### config.mk
export PLATFORM = sky130hd
export DESIGN_NAME = ssmm_cell
export DESIGN_NICKNAME = d
export VERILOG_FILES = /design/src/rtl/ssmm_pkg.sv /design/src/rtl/ssmm_cell.sv
export SDC_FILE = /design/constraint.sdc
export NUM_CORES = 1
export LEC_CHECK = 0
export BUFFER_PORTS_ARGS = -buffer_cell sky130_fd_sc_hd__buf_4
export CAP_MARGIN = 20
export CORE_ASPECT_RATIO = 0.7
export CORE_MARGIN = 1.5
export CORE_UTILIZATION = 49
export DETAILED_ROUTE_END_ITERATION = 10
export PLACE_DENSITY_LB_ADDON = 0.1
export SLEW_MARGIN = 20
export SYNTH_ARGS = -nofsm -noshare
export SYNTH_HDL_FRONTEND = slang
export SYNTH_SLANG_ARGS = --single-unit
### constraint.sdc
create_clock -name i_clk -period 8.2 [get_ports i_clk]
set_input_delay 2.46 -clock i_clk [delete_from_list [all_inputs] [get_ports i_clk]]
set_output_delay 2.46 -clock i_clk [all_outputs]
set_load 0.005 [all_outputs]
### src/rtl/ssmm_pkg.sv
// Package for the set sum, mean and median block: sizes, state codes and
// the divider status type. No dependencies.
`timescale 1ns / 1ps
`default_nettype none

package ssmm_pkg;

    localparam int MAX_ITEMS   = 256;
    localparam int SAMPLE_W    = 16;
    localparam int MAG_W       = 16;
    localparam int SUM_W       = 24;
    localparam int CNT_W       = $clog2(MAX_ITEMS + 1);
    localparam int IDX_W       = $clog2(MAX_ITEMS);
    localparam int DIVD_W      = SUM_W + 8;
    localparam int DCNT_W      = $clog2(DIVD_W + 1);
    localparam int MEAN_W      = 24;
    localparam int MED_W       = 17;
    localparam int OUT_CNT_W   = 9;
    localparam int OUT_TDATA_W = 80;

    typedef enum logic [2:0] {
        ST_IDLE = 3'b001,
        ST_RUN  = 3'b010,
        ST_DONE = 3'b100
    } t_state;

    typedef struct packed {
        logic busy;
        logic done;
    } t_div_stat;

endpackage

`default_nettype wire

### src/rtl/ssmm_cell.sv
// One cell of the sorting chain: holds one magnitude and either takes part
// in an ordered insertion or shifts towards cell zero. Depends on ssmm_pkg.
`timescale 1ns / 1ps
`default_nettype none

module ssmm_cell (
    input  wire                        i_clk,
    input  wire                        i_ins,
    input  wire                        i_shift,
    input  wire                        i_occ,
    input  wire [ssmm_pkg::MAG_W-1:0]  i_mag,
    input  wire [ssmm_pkg::MAG_W-1:0]  i_left_val,
    input  wire                        i_left_gt,
    input  wire [ssmm_pkg::MAG_W-1:0]  i_right_val,
    output logic [ssmm_pkg::MAG_W-1:0] o_val,
    output logic                       o_gt
);
    import ssmm_pkg::*;

    logic [MAG_W-1:0] r_val;
    logic [MAG_W-1:0] n_val;

    // An empty cell behaves as if it held a value above every magnitude.
    assign o_gt  = !i_occ || (r_val > i_mag);
    assign o_val = r_val;

    always_comb begin
        n_val = r_val;
        if (i_ins && o_gt) begin
            n_val = i_left_gt ? i_left_val : i_mag;
        end else if (i_shift) begin
            n_val = i_right_val;
        end
    end

    always_ff @(posedge i_clk) begin
        r_val <= n_val;
    end

endmodule

`default_nettype wire

# Yosys cells after proc, flatten, opt, wreduce, memory -nomap -nowiden
# Index checks and enable logic that the tools add are counted.
# W data, S select, Z words.
[totals]
register_bits = 16
out_inout_bits = 17
[op_classes]
order_cmp = 1
muxes = 3
n_reduce_logical = 4
[ops]
columns = ["operator", "count"]
rows = [
  ["$mux W16", 3],
  ["$gt A16 B16 Y1", 1],
  ["$reduce_bool A2 Y1", 1],
  ["$logic_and A1 B1 Y1", 1],
  ["$logic_not A1 Y1", 1],
  ["$logic_or A1 B1 Y1", 1],
]

# Logic depth before layout (Yosys ltp)
[depth]
ltp_word = 4
depth_mapped = 9

# Worst setup path before layout
# No wires, ideal clock.
[synth_path]
path_kind = "input-to-output"
from = "input port i_mag[15] (netlist bit)"
to = "output port o_gt"
arrival_ns = 3.778
path_slack_ns = 1.962
path_stages = 7
n_path_buf = 0
cell_sequence = "inv_1 -> ha_1 -> nand4_2 -> nor4_1 -> a21boi_1 -> nor4_1 -> o21ai_0"
[synth_between]
elab_chain_cells = 2
[synth_lines]
columns = ["item", "line", "source"]
rows = [
  ["start, declared", "ssmm_cell.sv:11", "input wire [ssmm_pkg::MAG_W-1:0] i_mag,"],
  ["$gt A16 B16 Y1", "ssmm_cell.sv:24", "assign o_gt = !i_occ || (r_val > i_mag);"],
  ["$logic_or A1 B1 Y1", "ssmm_cell.sv:24", ""],
  ["end, declared", "ssmm_cell.sv:16", "output logic o_gt"],
]
# Every way passes these cells.

# Worst setup path after layout
# Same ends and word-level chain as after synthesis.

==> metrics.md <==
| Metric | Value |
|---|---|
| Last weighted congestion value of the routability-driven placer | 0.753 |
| Main synth FF type | sky130_fd_sc_hd__edfxtp_1 |
| Number of warnings reported in the yosys synthesis log | 0 |
| Peak supply drop | 0.0000828 V |
| CTS tree | yes |
| Internal power | 192 uW |
| Flop and latch count out of synthesis | 16 |
| Startpoint of the lowest-slack register-to-register path | o_val[15]$_DFFE_PP_ |
| Number of max-cap violations | 0 |
| Category of the most critical setup path | in -> out |
| Number of design-rule violations left by the first detailed-router iteration | 46 |
| Power per standard cell area | 138 nW/um^2 |
| Minimum setup slack among reg-to-reg paths | 4.88 ns |
| Clock edge transition at the registers on the reported setup and hold paths | 0.06 ns |
| Post-synthesis cell type count | 28 |
| Via count of the first global-routing pass | 1119 |
| Die Outline Area | 3050 um^2 |
| Total global routing track utilization | 0.215 |
| Antenna fix cells | 0 |
| TritonCTS sink count | 16 |
| Mapped Nets | 201 |
| Final Net Count | 270 |
| Reg power frac | 0.415 |
| First-pass GRT wire length | 4820 um |
| CTS max path bufs | 2 |
| Floorplan die width | 65.4 um |
| Type of origin of the critical path | input pin |
| Endpoints failing setup | 0 |
| Number of placement rows | 15 |
| Tightest Pin Transition | 0.985 ns |
| Slowest-stage cell, CP | sky130_fd_sc_hd__nor4_1 |
| Post_cts resized | 0 |
| Netlist Area Pre-Place | 1330 um^2 |
| Number of nets with antenna violations after detailed routing | 0 |
| Via count of the routed design | 1197 |
| Number of fill cells in the layout | 206 |
| DR vias/cell | 5.14 |
| Setup Buffers After CTS | 0 |
| Number of hold-repair buffers added at the cts stage | 0 |
| CTS H-tree lvls | 1 |
| Synthesized area per cell | 10.1 um^2 |
| Fin Clk Skew | 0.00486 ns |
| Worst endpoint required time | 5.74 ns |
| Largest net degree at the start of global routing | 32 |
| Layout Area Growth over Synthesis | 41.9% |
| Count of cells along the worst register-to-register path | 6 |
| Clock network latency to the later pin of the worst-skew pair | 0.25 ns |
| First-pass iteration count of the detailed router | 4 |
| Final cell count without fillers | 233 |
| Cells after synthesis | 132 |
| Clock network power share | 0.224 |
| Setup TNS after final layout | 0 ns |
| Initial antenna violation count | 0 |
| Gr ovfl total | 0 |
| Routed wire length | 3030 um |
| Ratio of cells with drive above 1 in the final layout | 0.462 |
| Worst slew slack as a fraction of its limit | 0.343 |
| Delay contributed by the slowest stage of the critical path | 0.43 ns |
| Buffer type at the clock tree root | sky130_fd_sc_hd__clkbuf_8 |
| Number of buffers added by the clock tree synthesis step | 3 |
| Comb pwr share | 0.361 |
| Min-delay src | o_val[1]$_DFFE_PP_ |
| RR Endpoint | o_val[1]$_DFFE_PP_ |
| Die Y | 46.7 um |
| CP cell instances | buf_4 > inv_1 > ha_1 > nand4_2 > nor4_1 > a21boi_1 > nor4_1 > o21ai_0 > buf_4 |
| Hold WC Path Type | reg -> reg |
| Sequential share of the synthesized area | 0.360 |
| Async SR Flop Fraction | 0 |
| Number of remaining DRC errors | 0 |
| Minimum clock period | 6.58 ns |
| Detailed-placement wirelength estimate | 2500 um |
| Hold depth | 5 |
| Critical path data arrival time | 4.12 ns |
| Leading cell type in the layout, fill and taps excluded | sky130_fd_sc_hd__buf_4 |
| Largest register FFs | 16 |
| P_leak | 0.000946 uW |
| Endpoints failing hold | 0 |
| Leading cell types in the layout, fill and taps excluded | 69 x sky130_fd_sc_hd__buf_4, 19 x sky130_fd_sc_hd__nand2_1, 18 x sky130_fd_sc_hd__o21ai_0 |
| Detail-routed net length per standard cell | 13.0 um |
| Effective utilization at floorplan | 0.530 |
| Highest Clock Rate | 152 MHz |
| Switching Share | 0.268 |
| Max Transition Viols Final | 0 |
| # placed instances | 230 |
| Number of synthesized flops with an enable pin | 16 |
| Run status | finished clean |
| Floorplan core area | 2510 um^2 |
| Ports placed on the boundary | 70 |
| Switch Pwr | 70.3 uW |
| RSZ-0062 raised after global routing | false |
| Ratio of final minimum period to clock period | 0.803 |
| Endpoint class of the critical path | primary output |
| Port Buf Inserts | 69 |
| Crit Path Max Fanout | 4 |
| Hold Crit Endpoint | o_val[10]$_DFFE_PP_ |
[cell type report]
type	count	area, um^2	area share
Tap cell	34	42.5	0.0225
Multi-Input combinational cell	95	751	0.397
Sequential cell	16	480	0.254
Clock buffer	3	41.3	0.0218
Timing Repair Buffer	69	518	0.274
Inverter	16	60.1	0.0317
[per-layer routing]
metal,track usage,up-vias,part of all wire
met5,0,-,0
met2,0.406,47,0.50
met1,0.246,536,0.41
met3,0.0709,3,0.088
li1,-,611,-
met4,0.0375,0,0.0030
[cells in the mapped netlist, types with 2 or more instances]
library cell	instances	share of area
sky130_fd_sc_hd__nand2_1	19	0.053
sky130_fd_sc_hd__o21ai_0	18	0.068
sky130_fd_sc_hd__edfxtp_1	16	0.36
sky130_fd_sc_hd__ha_1	16	0.15
sky130_fd_sc_hd__inv_1	16	0.045
sky130_fd_sc_hd__mux2_4	9	0.10
sky130_fd_sc_hd__mux2_2	8	0.068
sky130_fd_sc_hd__a21oi_1	5	0.019
sky130_fd_sc_hd__clkbuf_1	3	0.0084
sky130_fd_sc_hd__and2_1	2	0.0094
sky130_fd_sc_hd__nand4_1	2	0.0094
sky130_fd_sc_hd__nor4_1	2	0.0094
[worst max path at each step]
stage          slack [ns]   end  depth (start not counted)      start
2_1_floorplan        1.96  o_gt                          7  i_mag[15]
3_3_place_gp         1.69  o_gt                          9  i_mag[15]
3_5_place_dp         1.63  o_gt                          9  i_mag[15]
4_1_cts              1.61  o_gt                          9  i_mag[15]
5_1_grt              1.41  o_gt                          9  i_mag[15]
6_report             1.62  o_gt                          9  i_mag[15]
[through the flow]
step | worst slack [ns] | instance area, um^2 | utilization | hold slack, ns | power [uW]
after floorplan | 1.96 | 1330 | - | 1.11 | 162
after global placement | 1.69 | 1850 | 0.736 | 1.53 | 202
after detailed placement | 1.63 | 1850 | 0.736 | 1.54 | 206
after CTS | 1.61 | 1890 | 0.753 | 1.56 | 265
after global routing | 1.41 | 1890 | 0.753 | 1.60 | 278
final | 1.62 | 1890 | 0.753 | 1.55 | 262
[cell families after synthesis]
logic type	share of synthesized area
fa+ha+maj	0.150
simple gates	0.127
mux	0.169
compound gates	0.117
flops	0.360
buf+inv	0.0769
[critical path: cells and delay by family]
family                     cells  cell delay, ns
and+or+nand+nor                3            0.64
buffers and inverters          3            0.24
adders and majority gates      1            0.32
AOI/OAI and AO/OA              2            0.44
[power groups by stage]
stage | Combinational, uW | Clock [uW] | Sequential (uW)
2_1_floorplan | 51.3 | 0 | 111
3_3_place_gp | 91.7 | 0 | 110
3_5_place_dp | 95.0 | 0 | 111
4_1_cts | 95.5 | 60.4 | 109
5_1_grt | 105 | 63.4 | 110
6_report | 94.5 | 58.6 | 109
Note: power is estimated with default switching activity, not from simulation.
