[src/rtl/ssmm_pkg.sv]
// Package for the set sum, mean and median block: sizes, state codes and
// the divider status type. No dependencies.
`timescale 1ns / 1ps
`default_nettype none

package ssmm_pkg;

    localparam int MAX_ITEMS   = 256;
    localparam int SAMPLE_W    = 16;
    localparam int MAG_W       = 16;
    localparam int SUM_W       = 24;
    localparam int CNT_W       = $clog2(MAX_ITEMS + 1);
    localparam int IDX_W       = $clog2(MAX_ITEMS);
    localparam int DIVD_W      = SUM_W + 8;
    localparam int DCNT_W      = $clog2(DIVD_W + 1);
    localparam int MEAN_W      = 24;
    localparam int MED_W       = 17;
    localparam int OUT_CNT_W   = 9;
    localparam int OUT_TDATA_W = 80;

    typedef enum logic [2:0] {
        ST_IDLE = 3'b001,
        ST_RUN  = 3'b010,
        ST_DONE = 3'b100
    } t_state;

    typedef struct packed {
        logic busy;
        logic done;
    } t_div_stat;

endpackage

`default_nettype wire

[src/rtl/ssmm_div.sv]
// Restoring divider, one quotient bit per cycle, for the mean.
// Depends on ssmm_pkg.
`timescale 1ns / 1ps
`default_nettype none

module ssmm_div (
    input  wire                         i_clk,
    input  wire                         i_rst_n,
    input  wire                         i_start,
    input  wire [ssmm_pkg::DIVD_W-1:0]  i_dividend,
    input  wire [ssmm_pkg::CNT_W-1:0]   i_divisor,
    output logic [ssmm_pkg::DIVD_W-1:0] o_quot,
    output ssmm_pkg::t_div_stat         o_stat
);
    import ssmm_pkg::*;

    logic [CNT_W:0]    r_rem;
    logic [DIVD_W-1:0] r_quo;
    logic [CNT_W-1:0]  r_dvs;
    logic [DCNT_W-1:0] r_cnt;
    logic              r_busy;
    logic              r_done;
    logic [CNT_W:0]    rem_sh;
    logic              fits;

    assign rem_sh = {r_rem[CNT_W-1:0], r_quo[DIVD_W-1]};
    assign fits   = rem_sh >= {1'b0, r_dvs};
    assign o_quot = r_quo;
    assign o_stat = '{busy: r_busy, done: r_done};

    always_ff @(posedge i_clk) begin
        if (!i_rst_n) begin
            r_busy <= 1'b0;
            r_done <= 1'b0;
            r_cnt  <= '0;
        end else if (i_start) begin
            r_busy <= 1'b1;
            r_done <= 1'b0;
            r_cnt  <= DCNT_W'(DIVD_W);
        end else if (r_busy) begin
            r_cnt <= r_cnt - 1'b1;
            if (r_cnt == DCNT_W'(1)) begin
                r_busy <= 1'b0;
                r_done <= 1'b1;
            end
        end
    end

    always_ff @(posedge i_clk) begin
        if (i_start) begin
            r_rem <= '0;
            r_quo <= i_dividend;
            r_dvs <= i_divisor;
        end else if (r_busy) begin
            r_rem <= fits ? (rem_sh - {1'b0, r_dvs}) : rem_sh;
            r_quo <= {r_quo[DIVD_W-2:0], fits};
        end
    end

endmodule

`default_nettype wire

[config.mk]
export PLATFORM = sky130hd
export DESIGN_NAME = ssmm_div
export DESIGN_NICKNAME = d
export VERILOG_FILES = /design/src/rtl/ssmm_pkg.sv /design/src/rtl/ssmm_div.sv
export SDC_FILE = /design/constraint.sdc
export NUM_CORES = 1
export LEC_CHECK = 0
export BUFFER_PORTS_ARGS = -buffer_cell sky130_fd_sc_hd__buf_2
export CAP_MARGIN = 20
export CELL_PAD_IN_SITES_DETAIL_PLACEMENT = 0
export CELL_PAD_IN_SITES_GLOBAL_PLACEMENT = 1
export CORE_MARGIN = 2
export CORE_UTILIZATION = 40
export CTS_CLUSTER_SIZE = 28
export DETAILED_ROUTE_END_ITERATION = 8
export HOLD_SLACK_MARGIN = 0.06
export PLACE_DENSITY_LB_ADDON = 0.05
export SLEW_MARGIN = 5
export SYNTH_ARGS = -nofsm -noshare
export SYNTH_HDL_FRONTEND = slang
export SYNTH_SLANG_ARGS = --single-unit
[constraint.sdc]
create_clock -name i_clk -period 2.7 [get_ports i_clk]
set_input_delay 0.405 -clock i_clk [delete_from_list [all_inputs] [get_ports i_clk]]
set_output_delay 0.405 -clock i_clk [all_outputs]
set_load 0.005 [all_outputs]
## Yosys cells after proc, flatten, opt, wreduce, memory -nomap -nowiden

Cells that the tools add are included.

- Flip-flop bits (word level): 58
- Bits in latches: 0
- Bits in writable memories: 0
- Bits in read-only memories: 0
- Input bits: 44
- Logic and storage cells: 23
- Memories: 0

- Add/subtract/negate cells: 2
- Multiply operators: 0
- Div/mod/pow operators: 0
- Order comparisons: 1
- Equality and inequality tests: 1
- Shift operators: 0
- Muxes and demuxes: 8
- Bitwise logic cells: 1
- Reduce and logical (&&, ||, !) cells: 3

Operators with widths:

| cell | count |
|---|---|
| $mux W32 | 2 |
| $mux W6 | 2 |
| $ge A10 B9 Y1 | 1 |
| $mux W9 | 1 |
| $sub A9 B9 Y9 | 1 |
| $eq A6 B1 Y1 const B | 1 |
| $sub A6 B1 Y6 const B | 1 |
| $mux W1 | 3 |
| $reduce_and A2 Y1 | 1 |
| $reduce_bool A2 Y1 | 1 |
| $reduce_or A2 Y1 | 1 |
| $not A1 Y1 | 1 |

## Longest topological paths before layout

- Depth in word-level cells: 4
- Depth in mapped cells: 9

## Least setup slack after synthesis

No wires, ideal clock.

- Path type: flip-flop to flip-flop
- From: register r_quo[31] (netlist: o_quot[31])
- To: register r_quo[0] (netlist: o_quot[0]) (data pin)
- Library setup time: 0.260 ns
- Arrival time: 2.036 ns
- Path slack: 0.404 ns
- Stages on the path, launching flop included: 9
- Buffers on the path: 0
- Period minus slack after synthesis: 2.296 ns
- Path through: edfxtp_1 inv_1 ha_1 inv_1 fa_1 a211oi_2 o31a_1 o211ai_4 mux2_2

- Cells in the longest elaborated chain, start to end: 3

Ends and longest elaborated chain:

| what | RTL line | source |
|---|---|---|
| from (decl) | ssmm_div.sv:18 | `logic [DIVD_W-1:0] r_quo;` |
| from (signal assigned) | ssmm_div.sv:52 | `r_quo <= i_dividend;` |
| from (signal assigned) | ssmm_div.sv:56 | `r_quo <= {r_quo[DIVD_W-2:0], fits};` |
| $ge A10 B9 Y1 | ssmm_div.sv:27 | `assign fits = rem_sh >= {1'b0, r_dvs};` |
| $mux W32 | ssmm_div.sv:54 | `end else if (r_busy) begin` |
| $mux W32 | ssmm_div.sv:50 | `if (i_start) begin` |

No other way between the ends. The select of a mux whose other input is x is not followed.
A chain may end at the register's enable or synchronous reset.

## Worst setup path after layout

Ends and elaborated chain as after synthesis.

==> out/metrics.cfg <==
[outcome]
status=complete, no violations

[critical_path]
required_ns=2.78
crit_buf_inv=2
cp-end-kind=register
critPathMaxStageDelay_ns=0.40
regToRegSetupSlack_ns=0.26
cp_max_fo=8
cpMaxStageDelayCell=edfxtp_1
arrival_ns=2.52
path_class=register to register
cp_cell_sequence=inv_1 -> ha_1 -> inv_1 -> fa_1 -> a211oi_2 -> o31a_1 -> o211ai_4 -> mux2_2
crit_top_cell=inv_1
critPathTopFamily=compound AO/OA/AOI/OAI gates
worstSetupStartpointType=register

[logic_synthesis]
synth_xor_area_frac=0.0274
syn_inst=225
ys_ff_latch=58
ys_warn_count=0
async_flop_share=0
synth_top_family_by_area=multiplexers
synth_compound_area_frac=0.0932
yosysUniqueCellTypes=46
synthMuxAreaShare=0.150
syn-num-nets=281
ys_seq_area_frac=0.547
synth_fa_ha_area_frac=0.0549
syn_area_per_cell_um2=12.8
synth_simple_gate_area_share=0.0936
ys.flop_type=edfxtp_1
synth-edff-count=41
syn-cell-area_um2=2870

[clock_network]
cts.sinks=58
cts_buffers=9
cts_setup_buffers=0
clk_latency_ns=0.33
post_cts_resized=0
h-tree-depth=3
path_clk_slew_ns=0.07
cts_tree=done
cts-root-buf=clkbuf_8
cts_hold_buf=0
clk_path_buf_depth=2

[final_layout]
drive_above_1_share=0.436
antenna_cells=0
nets=363
syn_to_final_growth_pct=24.3
multi_input_area_um2=1200
seq_area_um2=1570
fill_cells=620

[sta]
rsz0062_at_grt=false
tns_ns=0
timing.final.ws_setup_ns=0.263
fin_crit_ns=2.44
fin_crit_sh=0.903
fmax_ghz=0.410
worst_pin_slew_ns=0.752
timing.final.max_slew_violations=0
hold_viol_final=0
slew_headroom=0.499
setup_violations=0
worst_clock_skew_ns=0.00874

[global_route]
grt_pass1_wl_um=9460
antenna_found_initial=0
grt_start_max_net_pins=33
grt_usage=0.161
grt_pass1_vias=1941
grt_overflow=0

[routing]
routed_wl_um=5640
ant_nets=0
num_vias=1988
drc=0
drt_pass1_iterations=4
drtIter0Drc=81
via_per_inst=4.87
wl_per_cell_um=13.8

[floorplanning]
die_area_um2=7880
io_pins=78
coreArea_um2=6870
die_h_um=88.8
fp-row-count=30
initial_core_util=0.418
die_x_um=88.8

[placement]
port_buffers=77
gp_congestion=0.765
post-dp-hpwl_um=4010
dp_slack_ns=0.247

[run]
cap_violations=0

[power_and_ir_drop]
power_leakage_nw=1.48
ir_drop_v=0.000303
p_per_area_nw_per_um2=678

[hold_path]
hp-class=input port to register

## worst reg2reg max path, delay by kind of cell, from the launching register on
kind | cells | cell delay [ns]
fa+ha+maj | 2 | 0.55
flops | 1 | 0.40
mux | 1 | 0.31
buf+inv | 2 | 0.12
compound gates | 3 | 0.81
## area by class of cell
| cell class | instances | area share |
|---|---|---|
| clock buffer | 10 | 0.0357 |
| clock inverter | 6 | 0.0228 |
| inverter | 14 | 0.0147 |
| multi-input combinational | 143 | 0.337 |
| sequential | 58 | 0.440 |
| tap | 96 | 0.0336 |
| timing repair buffer | 81 | 0.116 |
## per-layer routing
| metal | vias up | routed length, um | global-route usage | share of wire |
|---|---|---|---|---|
| li1 | 1002 | - | - | - |
| met1 | 928 | 2630 | 0.216 | 0.47 |
| met2 | 51 | 2560 | 0.239 | 0.45 |
| met3 | 7 | 376 | 0.0653 | 0.067 |
| met4 | 0 | 69 | 0.0496 | 0.012 |
| met5 | - | 0 | 0 | 0 |
## cell usage in the layout, fill, tap and decap left out, drive strengths merged, types with 2 or more instances in the layout
cell and instances:
nor2 18, a311oi 4, dfxtp 17, bufinv 2, edfxtp 41, clkinv 4, nand4b 2, inv 14
xnor2 5, a21oi 7, nor4 2, xor2 4, mux2i 6, nand2b 4, nand2 9, a211oi 7
ha 11, nand3 3, o211ai 3, buf 81, mux2 33, a31oi 2, clkbuf 10, nor3 4
o31ai 2
## report_power, final
part,leakage [nW],internal (W),switching [W]
Combinational,0.827,0.000225,0.000232
Clock,0.105,0.000514,0.000351
Sequential,0.550,0.00105,0.0000476
Total,1.48,0.00179,0.000630
## sequential cells by signal, indices dropped and copies added, names as in the netlist
name / count
o_quot: 32
r_cnt: 6
r_rem: 9
r_busy: 1
r_dvs: 9
r_done: 1
## cells in the mapped netlist (all sizes together), types with 2 or more instances
library cell | n | share of area
edfxtp | 41 | 0.43
mux2 | 33 | 0.13
nor2 | 18 | 0.024
dfxtp | 17 | 0.12
inv | 14 | 0.018
ha | 11 | 0.048
nand2 | 9 | 0.013
a211oi | 7 | 0.022
a21oi | 7 | 0.012
mux2i | 6 | 0.021
buf | 5 | 0.0091
clkbuf | 5 | 0.0065
xnor2 | 5 | 0.015
a311oi | 4 | 0.014
nand2b | 4 | 0.0087
nor3 | 4 | 0.0070
xor2 | 4 | 0.012
nand3 | 3 | 0.0052
o211ai | 3 | 0.013
a31oi | 2 | 0.0044
nand4b | 2 | 0.011
nor4 | 2 | 0.0044
o31ai | 2 | 0.0052
## kinds of logic after synthesis
family | Yosys count
multiplexers | 39
AO/OA/AOI/OAI | 33
buffers and inverters | 24
flip-flops | 58
AND/OR/NAND/NOR | 50
XOR/XNOR | 9
adder cells (fa/ha/maj) | 12
## stage by stage
stage	power [W]	cell area [um2]	std cells	hold WS, ns	utilization
2_1_floorplan	0.00143	2870	225	0.438	-
3_3_place_gp	0.00158	3360	392	0.444	0.490
3_5_place_dp	0.00158	3360	392	0.458	0.490
4_1_cts	0.00246	3570	408	0.229	0.520
5_1_grt	0.00256	3570	408	0.227	0.520
6_report	0.00242	3570	408	0.246	0.520
## path summary, 6_finish.rpt
kind,cells after the start,end,from
setup reg to reg,8,o_quot[0],o_quot[31]
hold reg to reg,2,r_done,r_done
hold / removal,1,r_dvs[4],i_divisor[4]
setup / recovery,8,o_quot[0],o_quot[31]
Power figures use the tool's default switching activity.
